**config.mk**
```make
export PLATFORM = sky130hd
export DESIGN_NAME = tplq_ctrl
export DESIGN_NICKNAME = d
export VERILOG_FILES = /design/src/tplq_pkg.sv /design/src/tplq_ctrl.sv
export SDC_FILE = /design/constraint.sdc
export NUM_CORES = 1
export LEC_CHECK = 0
export ABC_AREA = 1
export BUFFER_PORTS_ARGS = -buffer_cell sky130_fd_sc_hd__buf_2
export CORE_AREA = 2 2 39 41
export CTS_BUF_LIST = sky130_fd_sc_hd__clkbuf_4
export DETAILED_ROUTE_END_ITERATION = 7
export DIE_AREA = 0 0 41 43
export GPL_TIMING_DRIVEN = 0
export PLACE_DENSITY = 0.74
export REMOVE_ABC_BUFFERS = 1
export SETUP_SLACK_MARGIN = 0.4
export SYNTH_ARGS = -nofsm -noshare
export SYNTH_HDL_FRONTEND = slang
export SYNTH_SLANG_ARGS = --single-unit
```
**constraint.sdc**
```tcl
create_clock -name i_clk -period 1.3 [get_ports i_clk]
set_input_delay 0.325 -clock i_clk [delete_from_list [all_inputs] [get_ports i_clk]]
set_output_delay 0.325 -clock i_clk [all_outputs]
set_load 0.05 [all_outputs]
```
**src/tplq_pkg.sv**
```systemverilog
// ----------------------------------------------------------------------------
// tplq_pkg: shared types and constants for the tree path LCA query core
// Request codes, table entry layout, controller states and the command and
// status types between the controller and the datapath.
// ----------------------------------------------------------------------------
package tplq_pkg;

    localparam int MAX_NODES_DEF = 1024;
    localparam int NODE_W        = 10;
    localparam int PAR_W         = 11;
    localparam int FUNC_W        = 2;

    localparam logic signed [PAR_W-1:0] NODE_NONE = -11'sd1;

    typedef enum logic [FUNC_W-1:0] {
        FUNC_LOAD = 2'd0,
        FUNC_LCA  = 2'd1,
        FUNC_KTH  = 2'd2
    } t_func;

    typedef struct packed {
        logic signed [PAR_W-1:0] parent;
        logic [NODE_W-1:0]       head;
        logic [NODE_W-1:0]       depth;
        logic [NODE_W-1:0]       pos;
    } t_node_ent;

    typedef enum logic [3:0] {
        S_IDLE,
        S_DONE,
        S_LCA_RDU,
        S_LCA_RDV,
        S_LCA_CMP,
        S_LCA_HOP,
        S_K_RDS,
        S_K_RDT,
        S_K_RDX,
        S_K_DIST,
        S_K_CHK,
        S_K_HEAD,
        S_K_NEXT,
        S_K_POS,
        S_FAIL
    } t_state;

    typedef enum logic [3:0] {
        DP_NOP,
        DP_LOAD,
        DP_START,
        DP_LCA_RDU,
        DP_LCA_RDV,
        DP_LCA_CMP,
        DP_LCA_HOP,
        DP_K_RDS,
        DP_K_RDT,
        DP_K_RDX,
        DP_K_DIST,
        DP_K_CHK,
        DP_K_HEAD,
        DP_K_NEXT,
        DP_K_POS,
        DP_FAIL
    } t_dp_op;

    typedef struct packed {
        logic is_kth;
        logic uv_ok;
        logic hops_over;
        logic heads_eq;
        logic hv_ok;
        logic par_neg;
        logic dist_fail;
        logic hs_ok;
        logic k_break;
        logic pos_ok;
        logic s_ok;
    } t_dp_stat;

endpackage

```
**src/tplq_ctrl.sv**
```systemverilog
// ----------------------------------------------------------------------------
// tplq_ctrl: query sequencer
// Accepts requests, walks the LCA chain climb and the k-th vertex climb one
// table read at a time and strobes the result.
// ----------------------------------------------------------------------------
module tplq_ctrl (
    input  logic                              i_clk,
    input  logic                              i_rst_n,
    input  logic                              start,
    input  logic [tplq_pkg::FUNC_W-1:0]       i_func,
    input  tplq_pkg::t_dp_stat                i_stat,
    output tplq_pkg::t_dp_op                  o_cmd,
    output logic                              busy,
    output logic                              o_result_valid
);

    tplq_pkg::t_state r_state;
    tplq_pkg::t_state n_state;
    logic             accept;
    logic             is_query;

    assign accept   = start && !busy;
    assign is_query = (i_func == tplq_pkg::FUNC_LCA) || (i_func == tplq_pkg::FUNC_KTH);

    always_ff @(posedge i_clk) begin
        if (!i_rst_n) begin
            r_state <= tplq_pkg::S_IDLE;
        end else begin
            r_state <= n_state;
        end
    end

    always_comb begin
        n_state = r_state;
        unique case (r_state)
            tplq_pkg::S_IDLE, tplq_pkg::S_DONE: begin
                if (accept && is_query) begin
                    n_state = tplq_pkg::S_LCA_RDU;
                end else begin
                    n_state = tplq_pkg::S_IDLE;
                end
            end
            tplq_pkg::S_LCA_RDU: begin
                if (i_stat.hops_over || !i_stat.uv_ok) begin
                    n_state = tplq_pkg::S_FAIL;
                end else begin
                    n_state = tplq_pkg::S_LCA_RDV;
                end
            end
            tplq_pkg::S_LCA_RDV: n_state = tplq_pkg::S_LCA_CMP;
            tplq_pkg::S_LCA_CMP: begin
                if (i_stat.heads_eq) begin
                    n_state = i_stat.is_kth ? tplq_pkg::S_K_RDS : tplq_pkg::S_DONE;
                end else if (i_stat.hv_ok) begin
                    n_state = tplq_pkg::S_LCA_HOP;
                end else begin
                    n_state = tplq_pkg::S_FAIL;
                end
            end
            tplq_pkg::S_LCA_HOP: begin
                n_state = i_stat.par_neg ? tplq_pkg::S_FAIL : tplq_pkg::S_LCA_RDU;
            end
            tplq_pkg::S_K_RDS: n_state = tplq_pkg::S_K_RDT;
            tplq_pkg::S_K_RDT: n_state = tplq_pkg::S_K_RDX;
            tplq_pkg::S_K_RDX: n_state = tplq_pkg::S_K_DIST;
            tplq_pkg::S_K_DIST: begin
                n_state = i_stat.dist_fail ? tplq_pkg::S_FAIL : tplq_pkg::S_K_CHK;
            end
            tplq_pkg::S_K_CHK: begin
                if (i_stat.hops_over || !i_stat.hs_ok) begin
                    n_state = tplq_pkg::S_FAIL;
                end else begin
                    n_state = tplq_pkg::S_K_HEAD;
                end
            end
            tplq_pkg::S_K_HEAD: begin
                if (i_stat.k_break) begin
                    n_state = i_stat.pos_ok ? tplq_pkg::S_K_POS : tplq_pkg::S_FAIL;
                end else begin
                    n_state = i_stat.s_ok ? tplq_pkg::S_K_NEXT : tplq_pkg::S_FAIL;
                end
            end
            tplq_pkg::S_K_NEXT: n_state = tplq_pkg::S_K_CHK;
            tplq_pkg::S_K_POS:  n_state = tplq_pkg::S_DONE;
            tplq_pkg::S_FAIL:   n_state = tplq_pkg::S_DONE;
            default:            n_state = tplq_pkg::S_IDLE;
        endcase
    end

    always_comb begin
        busy           = 1'b1;
        o_result_valid = 1'b0;
        o_cmd          = tplq_pkg::DP_NOP;
        unique case (r_state)
            tplq_pkg::S_IDLE, tplq_pkg::S_DONE: begin
                busy           = 1'b0;
                o_result_valid = (r_state == tplq_pkg::S_DONE);
                if (start && i_func == tplq_pkg::FUNC_LOAD) begin
                    o_cmd = tplq_pkg::DP_LOAD;
                end else if (start && is_query) begin
                    o_cmd = tplq_pkg::DP_START;
                end
            end
            tplq_pkg::S_LCA_RDU: o_cmd = tplq_pkg::DP_LCA_RDU;
            tplq_pkg::S_LCA_RDV: o_cmd = tplq_pkg::DP_LCA_RDV;
            tplq_pkg::S_LCA_CMP: o_cmd = tplq_pkg::DP_LCA_CMP;
            tplq_pkg::S_LCA_HOP: o_cmd = tplq_pkg::DP_LCA_HOP;
            tplq_pkg::S_K_RDS:   o_cmd = tplq_pkg::DP_K_RDS;
            tplq_pkg::S_K_RDT:   o_cmd = tplq_pkg::DP_K_RDT;
            tplq_pkg::S_K_RDX:   o_cmd = tplq_pkg::DP_K_RDX;
            tplq_pkg::S_K_DIST:  o_cmd = tplq_pkg::DP_K_DIST;
            tplq_pkg::S_K_CHK:   o_cmd = tplq_pkg::DP_K_CHK;
            tplq_pkg::S_K_HEAD:  o_cmd = tplq_pkg::DP_K_HEAD;
            tplq_pkg::S_K_NEXT:  o_cmd = tplq_pkg::DP_K_NEXT;
            tplq_pkg::S_K_POS:   o_cmd = tplq_pkg::DP_K_POS;
            tplq_pkg::S_FAIL:    o_cmd = tplq_pkg::DP_FAIL;
            default:             o_cmd = tplq_pkg::DP_NOP;
        endcase
    end

endmodule

```
==> Yosys cells after proc, flatten, opt, wreduce, memory -nomap -nowiden <==
Cells that the tools add are included.
{ "word_totals": {"register_bits": 4, "inputBits": 16, "output_inout_bits": 6, "elab_cells": 47} }
{ "classes": {"n_eq_ne": 16, "mux": 17, "reduce_logical": 13} }
{ "op_table": {"columns": ["op", "n"], "rows": [
  ["one-hot mux 4 bit (14 select lines)", 1],
  ["one-hot mux 4 bit (13 select lines)", 1],
  ["== test 4 bit, second input constant", 7],
  ["== test 4 x 3 -> 1 bit, second input constant", 4],
  ["two-way mux 4 bit", 4],
  ["two-way mux 2 bit", 6],
  ["two-way mux 3 bit", 3],
  ["== test 4 x 2 -> 1 bit, second input constant", 2],
  ["== test 4 x 1 -> 1 bit, second input constant", 1],
  ["logical AND 1 bit", 4],
  ["logical NOT 4 bit", 1],
  ["OR reduction 2 bit", 2],
  ["logical OR 1 bit", 3],
  ["== test 2 x 1 -> 1 bit, second input constant", 1],
  ["== test 2 bit, second input constant", 1],
  ["logical NOT 1 bit", 2],
  ["logical NOT 2 bit", 1],
  ["two-way mux 1 bit", 2]
]} }

==> Longest topological paths before layout <==
Gate-level depths: netlist (run 1).
{ "logic_depth": {"word_depth": 6, "depth_mapped": 8, "mapped_depth_nobuf": 8} }

==> Worst setup path after synthesis (run 1) <==
Ideal clock, no wire load.
{ "synth_timing": {"path_kind": "register to output", "from": "register r_state[2]", "to": "output o_cmd[0]", "t_arrival_ps": 2210, "required_time_ps": 975, "slack_ps": -1235, "path_stages_with_launch": 4, "path_buffers": 0, "path_cell_list": "dfxtp_1 nor2_1 nand2_1 o21ai_0"} }
{ "synth_via": {"elab_chain_len": 3, "elab_cells_between_ends": 17, "classes_between": "eq/ne (14); mux (1); reduce/logical (2)"} }
{ "synth_lines": {"columns": ["item", "line_no", "text"], "rows": [
  ["start, declared", "tplq_ctrl.sv:17", "tplq_pkg::t_state r_state;"],
  ["start signal, assigned", "tplq_ctrl.sv:27", "r_state <= tplq_pkg::S_IDLE;"],
  ["start signal, assigned", "tplq_ctrl.sv:29", "r_state <= n_state;"],
  ["== test 4 x 1 -> 1 bit / logical NOT 4 bit (equally long branches)", "tplq_ctrl.sv:94", "unique case (r_state)"],
  ["OR reduction 2 bit", "tplq_ctrl.sv:94", null],
  ["one-hot mux 4 bit (14 select lines) *", "tplq_ctrl.sv:94", null],
  ["end, declared", "tplq_ctrl.sv:12", "output tplq_pkg::t_dp_op o_cmd,"]
]} }
Mark *: on every way between the ends. The rest lies on a longest branch, timed or not.

==> Worst setup path after layout (run 1) <==
{ "layout_timing": {"from": "register r_state[3]", "to": "output o_cmd[1]"} }
The elaborated chain is that of the path after synthesis.

==> results.json, run 1 <==
{
  "synth-warning-count": 0,
  "antenna_cells": 0,
  "cts_buffer_depth": 2,
  "drive_gt1_frac": 0.492,
  "dp_cells": 133,
  "fin_nets": 151,
  "clock_sinks": 4,
  "synth-seq-cells": 4,
  "syn2layout_area_growth_pct": 74.8,
  "p_leak_uw": 0.000483,
  "seq_power_share": 0.136,
  "max_stage_delay_ps": 360,
  "syn_area_um2": 492,
  "arrival_ps": 1190,
  "numPortBuffers": 21,
  "chipHeight_um": 43,
  "p_clk_frac": 0.062,
  "vias": 696,
  "setup_slack_ps": -213,
  "postCtsHoldBufs": 0,
  "gp_congestion": 0.895,
  "crit_family": "flip-flops",
  "yosys.area.top_type": "nand2_1",
  "mostFrequentLayoutCells": "26 x nand2_1, 15 x buf_2, 13 x nor2_1",
  "cts_max_level": 1,
  "dp_slack_ps": -293,
  "drt-total-wl_mm": 1.48,
  "core-area_um2": 1380,
  "top_regs": "r_state: 4 flops",
  "dp_hpwl_mm": 1.00,
  "clk_latency_ps": 230,
  "grt_overflow": 0,
  "largest_reg_flops": 4,
  "final_area_um2": 860,
  "max-cap-violations": 0,
  "place_area_um2": 617,
  "cp-end-kind": "output port",
  "grt_antenna_before_repair": 0,
  "worstHoldPathType": "in2reg",
  "start_util": 0.355,
  "vias_per_cell": 4.70,
  "power.internal_uw": 1080,
  "path_clk_slew_ps": 40,
  "wl_per_cell_um": 9.98,
  "hold_viol": 0,
  "cts_tree": "built",
  "synth-seq-area-share": 0.163,
  "worstSetupPathType": "reg2out",
  "fmaxAchievable_mhz": 661,
  "p_sw_uw": 1340,
  "crit_chain": "nor2_4, nand4_1, o21ai_1, buf_6",
  "slew_headroom": 0.818,
  "die-area_um2": 1760,
  "final_common_cell": "nand2_1",
  "antenna_left": 0,
  "regMostFlops": "r_state",
  "clock_skew_ps": 0.946,
  "synth_area_leaders": "nand2_1 24%, dfxtp_1 16%, nor2_1 14%, nand3_1 12%, inv_1 9.2%",
  "gr-usage-all-layers": 0.175,
  "power_frac_comb": 0.802,
  "synth_cell_type_count": 13,
  "cp-start-kind": "flip-flop",
  "setup_viol": 6,
  "first_pass_iters": 4,
  "p_per_area_nw_per_um2": 2820,
  "cts-root-buf": "clkbuf_4",
  "drt-initial-drc-count": 10,
  "slew_violations": 0,
  "power_switching_share": 0.552,
  "pin_count": 22,
  "status": "complete, but fails checks",
  "drc_errors": 0,
  "syn_inst": 96,
  "grt_pass1_wl_mm": 2.21,
  "cts_buffers": 3,
  "grt_pass1_vias": 644,
  "synth_top_area_frac": 0.237,
  "die_w_um": 41,
  "grt_max_degree": 7,
  "cp_max_fo": 4,
  "period_share": 1.16,
  "instances_no_fill": 148,
  "critPathSlowestCell": "dfxtp_4",
  "fillers": 123,
  "ir_worst_vdd_mv": 1.59,
  "rows": 14,
  "avgSynthCellArea_um2": 5.12,
  "required_ps": 980,
  "path_buf_inv": 1,
  "period_minus_slack_ps": 1510,
  "rsz0062_at_grt": "yes",
  "violations": "setup timing",
  "worst_slew_pin_slew_ps": 272
}
final timing paths:
kind / slack (ps) / end / cells past startpoint / startpoint
worst max-delay path: -210 / o_cmd[1] / 4 / r_state[3]
worst min-delay path: 360 / r_state[3] / 3 / i_rst_n
worst max register to register: 150 / r_state[3] / 8 / r_state[2]
worst min register to register: 730 / r_state[1] / 4 / r_state[1]
cells by family (layout without fill, tap and decap cells):
| group | Yosys count | in the layout | synth area share |
|---|---|---|---|
| and+or+nand+nor | 66 | 66 | 0.590 |
| buffers and inverters | 16 | 52 | 0.122 |
| AOI/OAI and AO/OA | 8 | 8 | 0.0814 |
| DFF | 4 | 4 | 0.163 |
| adders and majority gates | 1 | 1 | 0.0254 |
| xor gates and xnor gates | 1 | 1 | 0.0178 |
layout make-up:
class | count | area (um^2) | share of cell area
clock buffers | 3 | 22.5 | 0.0262
inverters | 16 | 65.1 | 0.0757
multi-input cells | 76 | 413 | 0.480
flip-flops and latches | 4 | 95.1 | 0.111
well taps | 16 | 20.0 | 0.0233
repair buffers | 33 | 244 | 0.284
Yosys cell counts (all sizes together):
library cell	n
xor2	1
nor2	21
nand4	1
nand2	32
a21oi	4
dfxtp	4
o21ai	4
ha	1
inv	16
nand3	12
repair_timing:
action | CTS | global route
gates resized for setup | 28 | 20
pin swaps | 6 | 9
endpoints found under the setup margin | 10 | 10
endpoints found under the hold margin | 0 | 0
setup buffers | 8 | 4
worst min-delay path, cell delays in order:
cell    delay (ps)
buf_2           70
inv_1           60
nor2_1          90
power by group through the flow:
| stage | Clock, uW | Combinational, uW | Sequential (uW) |
|---|---|---|---|
| 4_1_cts | 155 | 1660 | 321 |
| 5_1_grt | 168 | 2080 | 342 |
| 2_1_floorplan | 0 | 1010 | 262 |
| 6_report | 150 | 1940 | 329 |
| 3_5_place_dp | 0 | 1270 | 276 |
| 3_3_place_gp | 0 | 1260 | 271 |
stage by stage:
| stage | hold WS, ps | TNS [ps] | power [uW] | utilization |
|---|---|---|---|---|
| floorplan | 487 | -3810 | 1270 | - |
| global placement | 597 | -988 | 1530 | 0.446 |
| detailed placement | 607 | -1050 | 1550 | 0.446 |
| CTS | 369 | -716 | 2130 | 0.554 |
| global route | 369 | -1150 | 2590 | 0.621 |
| finish | 364 | -833 | 2420 | 0.621 |
per-layer routing:
| layer | up-vias | part of all wire | global-route usage |
|---|---|---|---|
| met2 | 20 | 0.54 | 0.331 |
| met4 | 0 | 0 | 0.0400 |
| met1 | 303 | 0.43 | 0.190 |
| met3 | 0 | 0.037 | 0.0157 |
| li1 | 373 | - | - |
| met5 | - | 0 | 0 |
(Power assumes the default switching activity.)
==> run 2: changes to the inputs <==
Settings changed: CTS_BUF_LIST sky130_fd_sc_hd__clkbuf_4 to sky130_fd_sc_hd__clkbuf_8 sky130_fd_sc_hd__clkbuf_16.
==> run 2 against run 1 <==
  * Clock-buffer cell count did not move
  * Setup slack improved by 29 ps
  * Power rose by 1.7%
  * Critical path depth did not move
  * Sequential share of layout area fell by 0.16 points
  * Flip-flop and latch count did not move
  * Utilization rose by 0.90 points
  * Via count rose by 0.86%
  * Routed wire length rose by 2.4%
  * Non-clock buffer count fell by 4
  * Die area did not move
  * The run still ends with setup timing left
  * Worst hold slack improved by 43 ps
==> results.json, run 2 (same netlist as run 1, synthesis figures left out) <==
{
  "max-cap-violations": 0,
  "power_switching_share": 0.548,
  "pin_count": 22,
  "syn2layout_area_growth_pct": 77.4,
  "p_sw_uw": 1350,
  "crit_cells": 4,
  "cts_tree": "built",
  "violations": "setup timing",
  "path_clk_slew_ps": 30,
  "fillers": 122,
  "critPathCapture": "o_cmd[1]",
  "p_per_area_nw_per_um2": 2820,
  "rows": 14,
  "cp_max_fo": 4,
  "status": "complete, but fails checks",
  "whs_ps": 407,
  "gp_congestion": 0.895,
  "fin_nets": 147,
  "largest_reg_flops": 4,
  "worstHoldPathType": "in2reg",
  "antenna_left": 0,
  "max_stage_delay_ps": 360,
  "hold_viol": 0,
  "vias_per_cell": 4.88,
  "reg2reg_to": "r_state[0]",
  "crit_path_start": "r_state[3]",
  "setup_viol": 6,
  "start_util": 0.355,
  "cp-start-kind": "flip-flop",
  "die-area_um2": 1760,
  "final_common_cell": "nand2_1",
  "required_ps": 980,
  "rr_startpoint": "r_state[2]",
  "gr-usage-all-layers": 0.183,
  "first_pass_iters": 4,
  "path_buf_inv": 1,
  "crit_family": "flip-flops",
  "vias": 702,
  "top_regs": "r_state: 4 flops",
  "rsz0062_at_grt": "yes",
  "drt-initial-drc-count": 8,
  "grt_overflow": 0,
  "grt_max_degree": 7,
  "power_frac_comb": 0.760,
  "grt_pass1_vias": 663,
  "r2r_slack_ps": 170,
  "wl_per_cell_um": 10.5,
  "finish.utilization": 0.630,
  "dp_hpwl_mm": 1.00,
  "die_w_um": 41,
  "grt_pass1_wl_mm": 2.25,
  "critPathSlowestCell": "dfxtp_4",
  "cts_max_level": 1,
  "power.internal_uw": 1110,
  "chipHeight_um": 43,
  "clock_sinks": 4,
  "seq_power_share": 0.136,
  "cts_buffers": 3,
  "drc_errors": 0,
  "period_share": 1.14,
  "numPortBuffers": 21,
  "slew_headroom": 0.792,
  "p_clk_frac": 0.104,
  "arrival_ps": 1160,
  "ff2ff_path_depth": 7,
  "cts-root-buf": "clkbuf_8",
  "cts_buffer_depth": 2,
  "fmaxAchievable_mhz": 674,
  "drive_gt1_frac": 0.523,
  "cp-end-kind": "output port",
  "clock_skew_ps": 2.69,
  "p_leak_uw": 0.000493,
  "worstSetupPathType": "reg2out",
  "antenna_cells": 0,
  "worst_slew_pin_slew_ps": 308,
  "period_minus_slack_ps": 1480,
  "clk_latency_ps": 210,
  "regMostFlops": "r_state",
  "drt-total-wl_mm": 1.51,
  "setup_slack_ps": -184,
  "crit_chain": "nor2_4, nand4_1, o21ai_1, buf_6",
  "ir_worst_vdd_mv": 1.66,
  "core-area_um2": 1380,
  "slew_violations": 0,
  "mostFrequentLayoutCells": "26 x nand2_1, 15 x buf_2, 11 x inv_1",
  "grt_antenna_before_repair": 0
}
run 2: worst min path at each step:
| stage | from | to | slack (ps) | cells past startpoint |
|---|---|---|---|---|
| floorplan | i_rst_n | r_state[3] | 490 | 2 |
| global placement | i_rst_n | r_state[3] | 600 | 3 |
| detailed placement | i_rst_n | r_state[3] | 610 | 3 |
| CTS | i_rst_n | r_state[3] | 390 | 3 |
| global route | i_rst_n | r_state[3] | 410 | 3 |
| finish | i_rst_n | r_state[0] | 410 | 3 |
run 2: tightest hold or removal path: cells and delay by family:
family / cells / cell delay [ps]
buffers and inverters: 2 / 140
AO/OA/AOI/OAI: 1 / 110
run 2: area by class of cell:
cell class	instances	area, um^2	share of cell area
well taps	16	20.0	0.0230
multi-input cells	76	444	0.509
flip-flops and latches	4	95.1	0.109
inverters	16	65.1	0.0746
clock buffers	3	41.3	0.0473
repair buffers	29	206	0.237
run 2: repair_timing:
| item | 4_1_cts | 5_1_grt |
|---|---|---|
| hold buffers | 0 | 0 |
| pin swaps | 7 | 9 |
| endpoints found under the setup margin | 10 | 10 |
| buffers inserted | 8 | 0 |
| gates resized for setup | 28 | 25 |
run 2: stage by stage:
stage | std cells | cell area, um^2 | total power [uW] | setup TNS (ps) | setup WS, ps
final | 144 | 872 | 2460 | -674 | -184
after global routing | 144 | 872 | 2620 | -998 | -244
after CTS | 144 | 785 | 2220 | -614 | -175
after detailed placement | 133 | 617 | 1550 | -1050 | -293
after global placement | 133 | 617 | 1530 | -988 | -284
after floorplan | 96 | 492 | 1270 | -3810 | -1230
run 2: power by group through the flow:
stage          combinational (uW)  clock [uW]  sequential (uW)
4_1_cts                      1640         262              321
6_report                     1870         257              335
2_1_floorplan                1010           0              262
3_5_place_dp                 1270           0              276
5_1_grt                      2000         277              346
3_3_place_gp                 1260           0              271
run 2: layer usage:
metal / up-vias / routed length (um) / global-route usage
met1: 302 / 576 / 0.190
met4: 0 / 13 / 0.0867
met3: 2 / 94 / 0.0262
met5: - / 0 / 0
met2: 31 / 829 / 0.328
li1: 367 / - / -
